### src/hw/rtl/fpr_pkg.sv
// Shared types and constants for the FIFO page replacement core.
package fpr_pkg;

   localparam int PAGE_WIDTH  = 16;
   localparam int COUNT_WIDTH = 16;
   localparam int CFG_WIDTH   = 4;

   localparam logic [COUNT_WIDTH-1:0] COUNT_MAX = {COUNT_WIDTH{1'b1}};

   // Frame count register value after reset
   localparam logic [CFG_WIDTH-1:0] CFG_RESET_FRAMES = 4'd8;

   // Commands from the controller to the datapath
   typedef struct packed {
      logic take;     // an item is accepted this cycle
      logic fill;     // miss with a free frame: append the page
      logic replace;  // miss with all frames full: evict the oldest
      logic flush;    // frame count rewritten: drop resident pages
   } fpr_cmd_type;

   // Status from the datapath to the controller
   typedef struct packed {
      logic hit;        // incoming page matches a resident frame
      logic last_free;  // exactly one free frame is left
   } fpr_status_type;

endpackage

### src/hw/rtl/fpr_ctrl.sv
// Controller: tracks filling versus full and issues per-item commands.
module fpr_ctrl (
   input  logic                   clock,
   input  logic                   reset,
   input  logic                   start,
   input  logic                   csr_write_enable,
   input  fpr_pkg::fpr_status_type status,
   output fpr_pkg::fpr_cmd_type   cmd
);
   import fpr_pkg::*;

   localparam logic ST_FILLING = 1'b0;
   localparam logic ST_FULL    = 1'b1;

   logic state_ff;
   logic state_in;
   logic take;
   logic miss;

   assign take = start && !reset;
   assign miss = take && !status.hit;

   // Command decode
   always_comb begin
      cmd         = '0;
      cmd.take    = take;
      cmd.flush   = csr_write_enable;
      unique case (state_ff)
         ST_FILLING: cmd.fill    = miss;
         ST_FULL:    cmd.replace = miss;
         default:    cmd.fill    = miss;
      endcase
   end

   // Next state
   always_comb begin
      state_in = state_ff;
      if (csr_write_enable) begin
         state_in = ST_FILLING;
      end else if (state_ff == ST_FILLING && miss && status.last_free) begin
         state_in = ST_FULL;
      end
   end

   always_ff @(posedge clock) begin
      if (reset) begin
         state_ff <= ST_FILLING;
      end else begin
         state_ff <= state_in;
      end
   end

endmodule

### src/hw/rtl/fpr_datapath.sv
// Datapath: frame registers, lookup, ring pointer, counters and result registers.
module fpr_datapath #(
   parameter int FRAMES    = 8,
   parameter int PAGE_BITS = 16
) (
   input  logic                                 clock,
   input  logic                                 reset,
   input  logic [fpr_pkg::PAGE_WIDTH-1:0]       req_page_number,
   input  logic [fpr_pkg::CFG_WIDTH-1:0]        csr_write_data,
   input  fpr_pkg::fpr_cmd_type                 cmd,
   output fpr_pkg::fpr_status_type              status,
   output logic                                 rsp_valid,
   output logic                                 rsp_hit,
   output logic                                 rsp_victim_valid,
   output logic [fpr_pkg::PAGE_WIDTH-1:0]       rsp_victim_page,
   output logic [fpr_pkg::COUNT_WIDTH-1:0]      rsp_fault_count,
   output logic [fpr_pkg::COUNT_WIDTH-1:0]      rsp_access_count
);
   import fpr_pkg::*;

   // The 4-bit frame count caps the usable frames at 15
   localparam int CFG_MAX = (1 << CFG_WIDTH) - 1;
   localparam int SLOTS   = (FRAMES < CFG_MAX) ? FRAMES : CFG_MAX;
   localparam int SB      = (PAGE_BITS < PAGE_WIDTH) ? PAGE_BITS : PAGE_WIDTH;
   localparam int AW      = $clog2(SLOTS + 1);
   localparam int PW      = (SLOTS > 1) ? $clog2(SLOTS) : 1;
   localparam int RESET_ACTIVE =
      (int'(CFG_RESET_FRAMES) > SLOTS) ? SLOTS : int'(CFG_RESET_FRAMES);

   logic [SB-1:0]          frame_ff [SLOTS];
   logic [AW-1:0]          count_ff;
   logic [AW-1:0]          count_in;
   logic [PW-1:0]          ptr_ff;
   logic [PW-1:0]          ptr_in;
   logic [AW-1:0]          active_ff;
   logic [AW-1:0]          active_in;
   logic [COUNT_WIDTH-1:0] faults_ff;
   logic [COUNT_WIDTH-1:0] faults_in;
   logic [COUNT_WIDTH-1:0] refs_ff;
   logic [COUNT_WIDTH-1:0] refs_in;

   logic                   valid_ff;
   logic                   hit_ff;
   logic                   victim_valid_ff;
   logic [SB-1:0]          victim_ff;

   logic [SB-1:0]          page;
   logic                   hit;
   logic                   wr_en;
   logic [PW-1:0]          wr_idx;

   assign page = req_page_number[SB-1:0];

   // Parallel compare against resident frames
   always_comb begin
      hit = 1'b0;
      for (int i = 0; i < SLOTS; i++) begin
         if (AW'(i) < count_ff && frame_ff[i] == page) begin
            hit = 1'b1;
         end
      end
   end

   assign status.hit       = hit;
   assign status.last_free = ({1'b0, count_ff} + (AW + 1)'(1)) == {1'b0, active_ff};

   // Frame write port: next free slot on fill, oldest slot on replace
   assign wr_en  = cmd.fill || cmd.replace;
   assign wr_idx = cmd.fill ? count_ff[PW-1:0] : ptr_ff;

   always_ff @(posedge clock) begin
      for (int i = 0; i < SLOTS; i++) begin
         if (wr_en && wr_idx == PW'(i)) begin
            frame_ff[i] <= page;
         end
      end
   end

   // Clamp of the written frame count
   always_comb begin
      if (csr_write_data == '0) begin
         active_in = AW'(1);
      end else if (int'(csr_write_data) > SLOTS) begin
         active_in = AW'(SLOTS);
      end else begin
         active_in = csr_write_data[AW-1:0];
      end
   end

   // Fill count, ring pointer and saturating counters
   always_comb begin
      count_in  = count_ff;
      ptr_in    = ptr_ff;
      faults_in = faults_ff;
      refs_in   = refs_ff;
      if (cmd.flush) begin
         count_in = '0;
         ptr_in   = '0;
      end else begin
         if (cmd.fill) begin
            count_in = count_ff + AW'(1);
         end
         if (cmd.replace) begin
            if ((AW'(ptr_ff) + AW'(1)) == active_ff) begin
               ptr_in = '0;
            end else begin
               ptr_in = ptr_ff + PW'(1);
            end
         end
      end
      if (cmd.take) begin
         if (refs_ff != COUNT_MAX) begin
            refs_in = refs_ff + COUNT_WIDTH'(1);
         end
         if (!hit && faults_ff != COUNT_MAX) begin
            faults_in = faults_ff + COUNT_WIDTH'(1);
         end
      end
   end

   // Control registers
   always_ff @(posedge clock) begin
      if (reset) begin
         count_ff  <= '0;
         ptr_ff    <= '0;
         active_ff <= AW'(RESET_ACTIVE);
         faults_ff <= '0;
         refs_ff   <= '0;
         valid_ff  <= 1'b0;
      end else begin
         count_ff  <= count_in;
         ptr_ff    <= ptr_in;
         faults_ff <= faults_in;
         refs_ff   <= refs_in;
         valid_ff  <= cmd.take;
         if (cmd.flush) begin
            active_ff <= active_in;
         end
      end
   end

   // Result payload registers
   always_ff @(posedge clock) begin
      if (cmd.take) begin
         hit_ff          <= hit;
         victim_valid_ff <= cmd.replace;
         victim_ff       <= cmd.replace ? frame_ff[ptr_ff] : '0;
      end
   end

   assign rsp_valid        = valid_ff;
   assign rsp_hit          = hit_ff;
   assign rsp_victim_valid = victim_valid_ff;
   assign rsp_victim_page  = PAGE_WIDTH'(victim_ff);
   assign rsp_fault_count  = faults_ff;
   assign rsp_access_count = refs_ff;

endmodule

### src/hw/rtl/fifo_page_replacement_core.sv
// Top level of the FIFO page replacement core.
//
// Usage:
//   Request: drive req_page_number and raise start. The item is taken at a
//   clock edge where start is high and busy is low. busy is high only while
//   reset is applied, so one reference can be taken every cycle.
//   Response: in the cycle after an item is taken, rsp_valid pulses for one
//   cycle with hit, victim_valid, victim_page and the saturating fault and
//   access counts. Throughput is 1 item per cycle, set by the combinational
//   compare against all resident frames and the ring pointer update.
//   Configuration: csr_write_enable with csr_write_data sets the number of
//   active frames (0 reads as 1, values above the frame store are clipped).
//   Every write drops all resident pages; the counters are kept. Write only
//   while no item is in flight.
//   Reset: synchronous; clears the resident pages, the pointer, both counts
//   and selects 8 active frames, or all if fewer. The receiver cannot stall:
//   each result is shown for exactly one cycle.
module fifo_page_replacement_core #(
   parameter int FRAMES    = 8,
   parameter int PAGE_BITS = 16
) (
   input  logic                             clock,
   input  logic                             reset,
   input  logic                             start,
   output logic                             busy,
   input  logic [fpr_pkg::PAGE_WIDTH-1:0]   req_page_number,
   input  logic                             csr_write_enable,
   input  logic [fpr_pkg::CFG_WIDTH-1:0]    csr_write_data,
   output logic                             rsp_valid,
   output logic                             rsp_hit,
   output logic                             rsp_victim_valid,
   output logic [fpr_pkg::PAGE_WIDTH-1:0]   rsp_victim_page,
   output logic [fpr_pkg::COUNT_WIDTH-1:0]  rsp_fault_count,
   output logic [fpr_pkg::COUNT_WIDTH-1:0]  rsp_access_count
);
   import fpr_pkg::*;

   fpr_cmd_type    cmd;
   fpr_status_type status;

   assign busy = reset;

   fpr_ctrl u_ctrl (
      .clock            (clock),
      .reset            (reset),
      .start            (start),
      .csr_write_enable (csr_write_enable),
      .status           (status),
      .cmd              (cmd)
   );

   fpr_datapath #(
      .FRAMES    (FRAMES),
      .PAGE_BITS (PAGE_BITS)
   ) u_datapath (
      .clock            (clock),
      .reset            (reset),
      .req_page_number  (req_page_number),
      .csr_write_data   (csr_write_data),
      .cmd              (cmd),
      .status           (status),
      .rsp_valid        (rsp_valid),
      .rsp_hit          (rsp_hit),
      .rsp_victim_valid (rsp_victim_valid),
      .rsp_victim_page  (rsp_victim_page),
      .rsp_fault_count  (rsp_fault_count),
      .rsp_access_count (rsp_access_count)
   );

endmodule

### config.mk
export PLATFORM = sky130hd
export DESIGN_NAME = fifo_page_replacement_core
export DESIGN_NICKNAME = d
export VERILOG_FILES = /design/src/hw/rtl/fpr_pkg.sv /design/src/hw/rtl/fpr_ctrl.sv /design/src/hw/rtl/fpr_datapath.sv /design/src/hw/rtl/fifo_page_replacement_core.sv
export SDC_FILE = /design/constraint.sdc
export NUM_CORES = 1
export LEC_CHECK = 0
export ABC_AREA = 0
export BUFFER_PORTS_ARGS = -buffer_cell sky130_fd_sc_hd__buf_2
export CORE_ASPECT_RATIO = 1.25
export CORE_MARGIN = 8
export CORE_UTILIZATION = 29
export CTS_CLUSTER_SIZE = 14
export DETAILED_ROUTE_END_ITERATION = 10
export REMOVE_ABC_BUFFERS = 1
export SYNTH_ARGS = -nofsm -noshare
export SYNTH_HDL_FRONTEND = slang
export SYNTH_SLANG_ARGS = --single-unit
### constraint.sdc
create_clock -name clock -period 10 [get_ports clock]
set_clock_uncertainty 0.05 [all_clocks]
set_input_delay 0.5 -clock clock [delete_from_list [all_inputs] [get_ports clock]]
set_output_delay 0.5 -clock clock [all_outputs]
set_load 0.01 [all_outputs]
# [Yosys cells after proc, flatten, opt, wreduce, memory -nomap -nowiden]
# Memory sizes are Yosys's and may differ from the RTL's. A register that Yosys moved wholly into a read port is not among the register bits.
# Index checks and enable logic that the tools add are counted.
[word_totals] regBits=47 ram_bits=128 output_inout_bits=52 mem_count=1
[classes] addsub=6 magnitude_cmp=9 eq_ne=19 n_mux=51 n_bitwise=1 n_reduce_logical=37
[mem_list] memory="u_datapath.frame_ff" depth=8 word_bits=16 read_ports=9 rd_clocked_by_memory_dff=1 wr=1 line="fpr_datapath.sv:30" source="logic [SB-1:0] frame_ff [SLOTS];"
[ops] operator="$eq A16 B16 Y1" count=8
[ops] operator="$mux W16" count=7
[ops] operator="$reduce_or A16 Y1" count=7
[ops] operator="$mux W1" count=33
[ops] operator="$add A16 B1 Y16 const B" count=2
[ops] operator="$ne A16 B16 Y1 const B" count=2
[ops] operator="$mux W3" count=9
[ops] operator="$logic_and A1 B1 Y1" count=21
[ops] operator="$lt A3 B4 Y1 const A" count=4
[ops] operator="$eq A3 B3 Y1 const B" count=4
[ops] operator="$lt A1 B4 Y1 const A" count=2
[ops] operator="$lt A2 B4 Y1 const A" count=2
[ops] operator="$mux W4" count=2
[ops] operator="$eq A3 B2 Y1 const B" count=2
[ops] operator="$add A4 B1 Y5 const B" count=1
[ops] operator="$eq A5 B4 Y1" count=1
[ops] operator="$add A3 B1 Y4 const B" count=1
[ops] operator="$add A4 B1 Y4 const B" count=1
[ops] operator="$eq A4 B4 Y1" count=1
[ops] operator="$gt A4 B4 Y1 const B" count=1
[ops] operator="$logic_not A4 Y1" count=1
[ops] operator="$reduce_and A2 Y1" count=2
[ops] operator="$add A3 B1 Y3 const B" count=1
[ops] operator="$eq A3 B1 Y1 const B" count=1
[ops] operator="other kinds (5)" count=7

# [Depth between registers and ports, before layout]
# Gate-level depths: netlist of run 1.
[depth] word_depth=26 depth_mapped=11 depth_no_buf=9

# [By module]
# Synthesis of run 1 repeated with hierarchy kept, for this count alone.
[hier_totals] hier_cells=720 area_unflattened_um2=9429.0
[modules_own_cells] module="fpr_datapath" n_inst=1 cells_per_inst=710 area_per_inst_um2=9334.0 seq_area_each_um2=5265.0
[modules_own_cells] module="fpr_ctrl" n_inst=1 cells_per_inst=9 area_per_inst_um2=87.6 seq_area_each_um2=20.0
[modules_own_cells] module="fifo_page_replacement_core" n_inst=1 cells_per_inst=1 area_per_inst_um2=7.5 seq_area_each_um2=0.0

# [Worst setup path after synthesis of run 1]
# No wires, ideal clock.
[synth_timing] kind="input to register" start="input req_page_number[7] (netlist name)" end="memory u_datapath.frame_ff[0][0] (netlist name), enable pin" t_arrival_ns=2.985 slack_ns=6.556 stages=9 path_buffers=2 path_cell_list="buf_4 xor2_1 nor4_1 nand4_1 o32ai_2 a211oi_4 nand3_2 buf_2 nor3_1"
[synth_via] elab_chain_len=26 word_cells_on_any_way=83 cone_classes="eq/ne: 15; mux: 41; reduce/logical: 27"
[synth_rtl] element="start: declaration" line="fifo_page_replacement_core.sv:26" source="input logic [fpr_pkg::PAGE_WIDTH-1:0] req_page_number,"
[synth_rtl] element="$eq A16 B16 Y1" line="fpr_datapath.sv:58" source="if (AW'(i) < count_ff && frame_ff[i] == page) begin"
[synth_rtl] element="$logic_and A1 B1 Y1" line="fpr_datapath.sv:58"
[synth_rtl] element="$mux W1 (7 in series)" line="fpr_datapath.sv:58"
[synth_rtl] element="$mux W1 (*)" line="fpr_datapath.sv:58"
[synth_rtl] element="$logic_not A1 Y1 (*)" line="fpr_ctrl.sv:21" source="assign miss = take && !status.hit;"
[synth_rtl] element="$logic_and A1 B1 Y1 (*)" line="fpr_ctrl.sv:21"
[synth_rtl] element="$mux W1" line="fpr_ctrl.sv:28" source="unique case (state_ff)"
[synth_rtl] element="$mux W3" line="fpr_datapath.sv:69" source="assign wr_idx = cmd.fill ? count_ff[PW-1:0] : ptr_ff;"
[synth_rtl] element="$eq A3 B1 Y1" line="fpr_datapath.sv:73" source="if (wr_en && wr_idx == PW'(i)) begin"
[synth_rtl] element="$logic_and A1 B1 Y1" line="fpr_datapath.sv:73"
[synth_rtl] element="$mux W1" line="fpr_datapath.sv:73"
[synth_rtl] element="$mux W1 (not written as such)" line="fpr_datapath.sv:74" source="frame_ff[i] <= page;"
[synth_rtl] element="$reduce_or A16 Y1 (no line)"
[synth_rtl] element="$mux W3 (no line) or $mux W1 (tied branches) (7 in series)"
[synth_rtl] element="end: declaration" line="fpr_datapath.sv:30"
# Every way passes the cells marked *; elsewhere a longest branch is shown, timed or not.

# [Final worst setup path of run 1]
[layout_timing] start="register u_datapath.count_ff[0]" end="memory u_datapath.frame_ff[4][0] (netlist name), enable pin"
[layout_via] elab_chain_len=26 word_cells_on_any_way=83 cone_classes="order compare: 8; eq/ne: 7; mux: 41; reduce/logical: 27"
[layout_rtl] element="start: declaration" line="fpr_datapath.sv:31" source="logic [AW-1:0] count_ff;"
[layout_rtl] element="start signal: assignment" line="fpr_datapath.sv:131" source="count_ff <= count_in;"
[layout_rtl] element="$lt A1 B4 Y1" line="fpr_datapath.sv:58"
[layout_rtl] element="$logic_and A1 B1 Y1" line="fpr_datapath.sv:58"
[layout_rtl] element="$mux W1 (8 in series)" line="fpr_datapath.sv:58"
[layout_rtl] element="$logic_not A1 Y1" line="fpr_ctrl.sv:21"
[layout_rtl] element="$logic_and A1 B1 Y1" line="fpr_ctrl.sv:21"
[layout_rtl] element="$mux W1" line="fpr_ctrl.sv:28"
[layout_rtl] element="$mux W3" line="fpr_datapath.sv:69"
[layout_rtl] element="$eq A3 B1 Y1" line="fpr_datapath.sv:73"
[layout_rtl] element="$logic_and A1 B1 Y1" line="fpr_datapath.sv:73"
[layout_rtl] element="$mux W1" line="fpr_datapath.sv:73"
[layout_rtl] element="$mux W1 (not written as such)" line="fpr_datapath.sv:74"
[layout_rtl] element="$reduce_or A16 Y1 (no line)"
[layout_rtl] element="$mux W3 (no line) or $mux W1 (tied branches) (7 in series)"
# Parallel ways exist; a longest one is shown, timed or not.

==> flow_summary.toml, run 1 <==
[run_status]
outcome = "complete, no violations"

[critical_path]
crit_chain = "inv_1 -> ha_1 -> nor2b_1 -> o21ai_0 -> nor4_1 -> a211oi_4 -> nand3_2 -> nor3_2 -> buf_4"
rr_startpoint = "u_datapath.count_ff[0]"
crit_path_end_kind = "flop"
cp.required_ns = 10.10
critical_path_arrival_ns = 3.91
cp_slowest_cell = "nor3_2"
crit_fanout = 19
crit_type = "reg -> reg"
reg2reg_slack_ns = 6.18
max_stage_delay_ns = 1.05
rr_endpoint = "u_datapath.frame_ff[4][0]"
start_kind = "flop"
reg2regPathDepth = 9

[min_path]
hold_start = "csr_write_data[1]"
hold_class = "in -> reg"
hold_depth = 3
hold_end = "u_datapath.active_ff[1]"

[finish]
utilization_pct = 33.76
syn2layout_area_growth_pct = 14.39
multiInputGateArea_mm2 = 0.003855
final.fill_count = 3072
antennaDiodeCount = 0
most-common-layout-cells = "edfxtp_1 (146), xor2_1 (104), buf_2 (75)"
regArea_mm2 = 0.005286
mostFrequentLayoutCell = "edfxtp_1"
final_nets = 808
layout-drive-gt1-share_pct = 21.97

[sta]
min_period_over_period_pct = 38.16
slew_headroom_pct = 25.05
period_minus_slack_ns = 3.816
setup_tns_ns = 0
tightest_slew_ns = 1.118
setup_violations = 0
max_freq_ghz = 0.2620
slew_viol_final = 0
hold_viol = 0
rsz0062_at_grt = "false"

[synthesis]
synth_mux_area_share_pct = 10.15
yosys_most_used_dff = "edfxtp_1"
synth_area_mm2 = 0.009407
synth_xor_area_share_pct = 13.78
synth_area_per_cell_um2 = 13.14
synth_seq_cells = 191
synth_top_family_by_area = "XOR/XNOR gates"
synthArstFlopShare_pct = 0
synth-adder-area-share_pct = 0.6651
yosysWarnings = 0
synth_compound_area_share_pct = 4.815
synth.distinct_cells = 58
synth-edff-count = 146
synth_simple_gate_area_share_pct = 11.15
syn_inst = 716
ys_seq_area_share_pct = 56.19

[drt]
dr.pass1.iters = 5
via_count = 6044
drc_errors = 0
viasPerCell = 5.020
ant_nets = 0
routed_wirelength_mm = 25.11
wire_per_inst_um = 20.85
drt_iter0_drc = 549

[global_routing]
gr-usage-met1_pct = 16.74
grt_use_met2_pct = 21.43
grt_pass1_wl_mm = 38.09
busiest_layer = "met2"
track_usage_pct = 13.09
grt_max_degree = 40
met3_usage_pct = 2.668
overflow = 0
grt_antenna_before_repair = 0
grt_pass1_vias = 5994

[clocking]
cts_hold_buf = 0
cts_setup_buffers = 0
cts_resized = 0
clock_sinks = 191
htree_levels = 4
cts_buffer_depth = 2
clk_latency_ns = 0.44
cts_buffers = 17
clock-root-buffer = "clkbuf_16"
cts_tree = "yes"
path_clk_slew_ns = 0.08

[place]
place_congestion = 0.8942
portBuffers = 75
hpwlAfterDp_mm = 17.75

[die]
fp.coreArea_mm2 = 0.03188
die_h_um = 217.4
fp.dieW_um = 177.1
rows = 73
ioPinCount = 76
design.die.area_mm2 = 0.03849
start_util_pct = 29.51

[power_and_ir_drop]
power.density_mw_per_mm2 = 152.4
ir_worst_vdd_mv = 0.09724
power_mw = 1.640
p_leak_nw = 3.669

[job]
cap_violations = 0
==> synthesized netlist by cell type (8+ instances only) <==
library cell	instances	area (um2)
mux2i_1	20	200.2
buf_2	11	55.05
nor4_1	20	125.1
nand3_1	17	85.08
xor2_1	104	910.9
mux4_2	32	720.7
a21oi_1	18	90.09
clkbuf_1	9	33.78
nor2_1	49	183.9
o211ai_1	9	67.56
buf_4	14	105.1
dfxtp_1	45	900.9
xnor2_1	44	385.4
inv_1	10	37.54
o21ai_0	8	40.04
nand4_1	22	137.6
o31ai_1	13	97.59
edfxtp_1	146	4384
nand2_1	28	105.1
nor3_1	17	85.08
==> area by class of cell <==
| cell class | instances | share of cell area, % |
|---|---|---|
| timing repair buffer | 87 | 4.326 |
| inverter | 13 | 0.4535 |
| tap | 412 | 4.791 |
| clock buffer | 18 | 3.988 |
| clock inverter | 14 | 1.488 |
| sequential | 191 | 49.13 |
| multi-input combinational | 469 | 35.83 |
==> kinds of logic (layout without fill, tap and decap cells) <==
group / count (synthesis) / count (layout)
buf+inv: 56 / 132
mux: 55 / 55
xor+xnor: 148 / 148
fa+ha+maj: 5 / 5
flops: 191 / 191
simple gates: 195 / 195
compound gates: 66 / 66
==> power breakdown <==
part / leakage (nW) / internal, mW / total, mW / switching, mW
sequential: 1.69 / 0.861 / 0.868 / 0.00719
clock: 0.281 / 0.338 / 0.680 / 0.342
combinational: 1.69 / 0.0310 / 0.0922 / 0.0613
==> worst max-delay path by stage <==
stage / startpoint / slack [ns] / endpoint
2_1_floorplan: u_datapath.ptr_ff[0] / 6.44 / u_datapath.frame_ff[1][0]
3_3_place_gp: req_page_number[4] / 5.90 / u_datapath.frame_ff[5][15]
3_5_place_dp: req_page_number[4] / 5.82 / u_datapath.frame_ff[5][2]
4_1_cts: u_datapath.count_ff[0] / 6.17 / u_datapath.frame_ff[5][0]
5_1_grt: u_datapath.count_ff[0] / 6.00 / u_datapath.frame_ff[5][0]
6_report: u_datapath.count_ff[0] / 6.18 / u_datapath.frame_ff[4][0]
==> per-stage QoR <==
stage               hold WS (ns)  cells  setup slack (ns)  area (um2)
CTS                       0.2740   1204             6.174       10760
detailed placement        0.4340   1172             5.817       10170
global route              0.3046   1204             5.996       10760
global placement          0.4289   1172             5.898       10170
finish                    0.2905   1204             6.184       10760
floorplan                 0.4252    673             6.442        9149
==> state kept, by name, indices dropped and copies added (netlist names) <==
register                     count
u_datapath.rsp_victim_valid      1
u_datapath.rsp_fault_count      16
u_datapath.rsp_valid             1
u_datapath.frame_ff            128
u_datapath.rsp_victim_page      16
u_datapath.count_ff              4
u_ctrl.state_ff                  1
u_datapath.rsp_hit               1
u_datapath.rsp_access_count     16
u_datapath.ptr_ff                3
u_datapath.active_ff             4
==> per-layer routing <==
metal | up-vias | share of wire [%]
met1 | 3008 | 43
li1 | 2793 | -
met5 | - | 0
met3 | 38 | 5.3
met4 | 0 | 2.8
met2 | 205 | 49
==> critical path, delay by kind of cell (launching register included) <==
kind / cells / cell delay [ns]
buf+inv: 2 / 0.49
simple gates: 4 / 1.73
flops: 1 / 0.40
fa+ha+maj: 1 / 0.23
compound gates: 2 / 0.62
Power figures use the tool's default switching activity.
==> run 2: changes to the inputs <==
--- a/config.mk
+++ b/config.mk
@@ -5,7 +5,7 @@
 export SDC_FILE = /design/constraint.sdc
 export NUM_CORES = 1
 export LEC_CHECK = 0
-export ABC_AREA = 0
+export ABC_AREA = 1
 export BUFFER_PORTS_ARGS = -buffer_cell sky130_fd_sc_hd__buf_2
 export CORE_ASPECT_RATIO = 1.25
 export CORE_MARGIN = 8
==> constraint.sdc (replaced) <==
create_clock -name clock -period 3.67 [get_ports clock]
set_clock_uncertainty 0.05 [all_clocks]
set_input_delay 0.1835 -clock clock [delete_from_list [all_inputs] [get_ports clock]]
set_output_delay 0.1835 -clock clock [all_outputs]
set_load 0.01 [all_outputs]
==> run 2 against run 1 <==
  * Utilization shrank 0.37 points
  * Critical path depth rose by 5
  * Count of clock-buffer cells in the layout increased by 1
  * Critical path type unchanged
  * Critical endpoint is now u_datapath.frame_ff[2][1]
==> flow_summary.toml, run 2 <==
[run_status]
outcome = "complete, no violations"

[critical_path]
cp_slowest_cell = "dfxtp_1"
crit_type = "reg -> reg"
crit_path_end_kind = "flop"
critPathMostFrequentCell = "nand2_1"
start_kind = "flop"
max_stage_delay_ns = 0.43
crit_fanout = 16
crit_chain = "inv_1 -> ha_1 -> o21ai_0 -> nand3_1 -> nor2_1 -> nand3_1 -> nand2_1 -> nor2_2 -> nand4_1 -> nand2_1 -> nand2_1 -> nand2_1 -> nor2_1 -> buf_4"
cp.required_ns = 3.74
critical_path_arrival_ns = 2.93

[synthesis]
synth_area_per_cell_um2 = 8.230
synth_area_mm2 = 0.01020
synthArstFlopShare_pct = 0
yosys_most_used_dff = "edfxtp_1"
synth-edff-count = 146
yosysWarnings = 0
synth_seq_cells = 191
syn_inst = 1239
synth.distinct_cells = 39
synth.area.top_cells = "edfxtp_1 (43%), nand2_1 (14%), dfxtp_1 (8.8%)"
yosysTopAreaCell = "edfxtp_1"
post-synth-top-count-cell = "nand2_1"
ys_seq_area_share_pct = 51.83
synth_top_area_share_pct = 42.99
synth_common_cells = "nand2_1 (375), edfxtp_1 (146), inv_1 (128)"

[sta]
tightest_slew_ns = 1.048
min_period_over_period_pct = 78.12
rsz0062_at_grt = "false"
slew_headroom_pct = 30.10
setup_tns_ns = 0
max_freq_ghz = 0.3488
hold_viol = 0
hold_ws_ns = 0.06768
period_minus_slack_ns = 2.867
setup_violations = 0
slew_viol_final = 0

[finish]
syn2layout_area_growth_pct = 14.80
layout-drive-gt1-share_pct = 11.88
final_nets = 1338
largest-register = "u_datapath.frame_ff"
utilization_pct = 33.38
mostFrequentLayoutCell = "nand2_1"
most-common-layout-cells = "nand2_1 (375), edfxtp_1 (146), inv_1 (128)"
largest_register_ffs = 128
antennaDiodeCount = 0

[place]
portBuffers = 75
hpwlAfterDp_mm = 20.26
place_congestion = 0.8785

[global_routing]
grt_antenna_before_repair = 0
grt_max_degree = 103
overflow = 0
grt_pass1_wl_mm = 45.46
track_usage_pct = 13.96
grt_pass1_vias = 8260

[drt]
drt_iter0_drc = 641
via_count = 8520
drc_errors = 0
routed_wirelength_mm = 28.96
viasPerCell = 4.744
wire_per_inst_um = 16.12
ant_nets = 0
dr.pass1.iters = 5

[clocking]
cts_buffer_depth = 2
path_clk_slew_ns = 0.08
htree_levels = 4
clk_latency_ns = 0.45
clock-root-buffer = "clkbuf_16"
cts_hold_buf = 5
clock_sinks = 191
cts_setup_buffers = 0
cts_buffers = 17
cts_tree = "yes"
cts_resized = 0

[die]
design.die.area_mm2 = 0.04146
fp.coreArea_mm2 = 0.03507
die_h_um = 225.7
rows = 77
start_util_pct = 29.08
fp.dieW_um = 183.7
ioPinCount = 76

[power_and_ir_drop]
clock_power_share_pct = 41.7
intPower_mw = 3.389
swShare_pct = 25.24
p_leak_nw = 4.827
power.density_mw_per_mm2 = 387.3
comb_power_share_pct = 6.3
ir_worst_vdd_mv = 0.3257
seq_power_share_pct = 52.0
power.switching_mw = 1.144

[job]
cap_violations = 0

[min_path]
hold_class = "in -> reg"
run 2: cell count changes after synthesis, sizes merged, moves of 17 or more:
cell   delta
nor4     -17
xor2     -84
mux4     -32
nand2   +348
inv     +128
nand3    +74
o21ai    +52
nor2     +54
a21oi    +72
mux2i    -20
run 2: stage by stage:
step | total power, mW | cells | setup WS [ns] | cell area (um2)
floorplan | 2.559 | 1187 | 0.08828 | 9908
global placement | 2.688 | 1759 | 0.7471 | 11060
detailed placement | 2.693 | 1759 | 0.6358 | 11060
CTS | 4.575 | 1796 | 0.7889 | 11710
global route | 4.692 | 1796 | 0.5214 | 11710
finish | 4.533 | 1796 | 0.8032 | 11710
run 2: layout make-up:
class / count / area (um2)
Tap cell: 474 / 593.1
Inverter: 141 / 531.8
Multi-Input combinational cell: 855 / 4101
Clock buffer: 19 / 454.2
Clock inverter: 13 / 141.4
Sequential cell: 191 / 5286
Timing Repair Buffer: 103 / 598.1
Fill cell: 3744 / 23360
run 2: logic make-up (layout without fill, tap and decap cells):
logic type / Yosys count / after routing / synth area share, %
flip-flops: 191 / 191 / 51.83
AO/OA/AOI/OAI: 169 / 169 / 8.736
AND/OR/NAND/NOR: 619 / 619 / 25.45
adder cells (fa/ha/maj): 5 / 5 / 0.6135
XOR/XNOR: 62 / 62 / 5.325
buffers and inverters: 193 / 276 / 8.049
run 2: final timing paths:
kind,startpoint,endpoint,slack [ns],cells past startpoint
setup / recovery,u_datapath.count_ff[0],u_datapath.frame_ff[2][1],0.80,14
hold / removal,csr_write_data[3],u_datapath.active_ff[3],0.07,5
setup reg to reg,u_datapath.count_ff[0],u_datapath.frame_ff[2][1],0.80,14
hold reg to reg,u_datapath.rsp_fault_count[4],u_datapath.rsp_fault_count[4],0.44,2
run 2: power by group through the flow:
| stage | registers (mW) | clock network [mW] | logic, mW |
|---|---|---|---|
| after detailed placement | 2.41 | 0 | 0.284 |
| after global placement | 2.41 | 0 | 0.280 |
| after global routing | 2.36 | 2.01 | 0.319 |
| after floorplan | 2.41 | 0 | 0.147 |
| after CTS | 2.36 | 1.93 | 0.288 |
| final | 2.36 | 1.89 | 0.285 |
run 2: per-layer routing:
layer	wire, um	vias to the layer above	track usage [%]
li1	-	4202	-
met1	12520	4063	16.75
met2	14700	222	25.11
met3	1284	33	2.704
met4	456	0	3.675
met5	0	-	0
run 2: worst max-delay path, delay by kind of cell (launching register included):
family          cells  cell delay [ns]
compound gates      1             0.16
fa+ha+maj           1             0.22
buf+inv             2             0.40
flops               1             0.43
simple gates       10             1.28
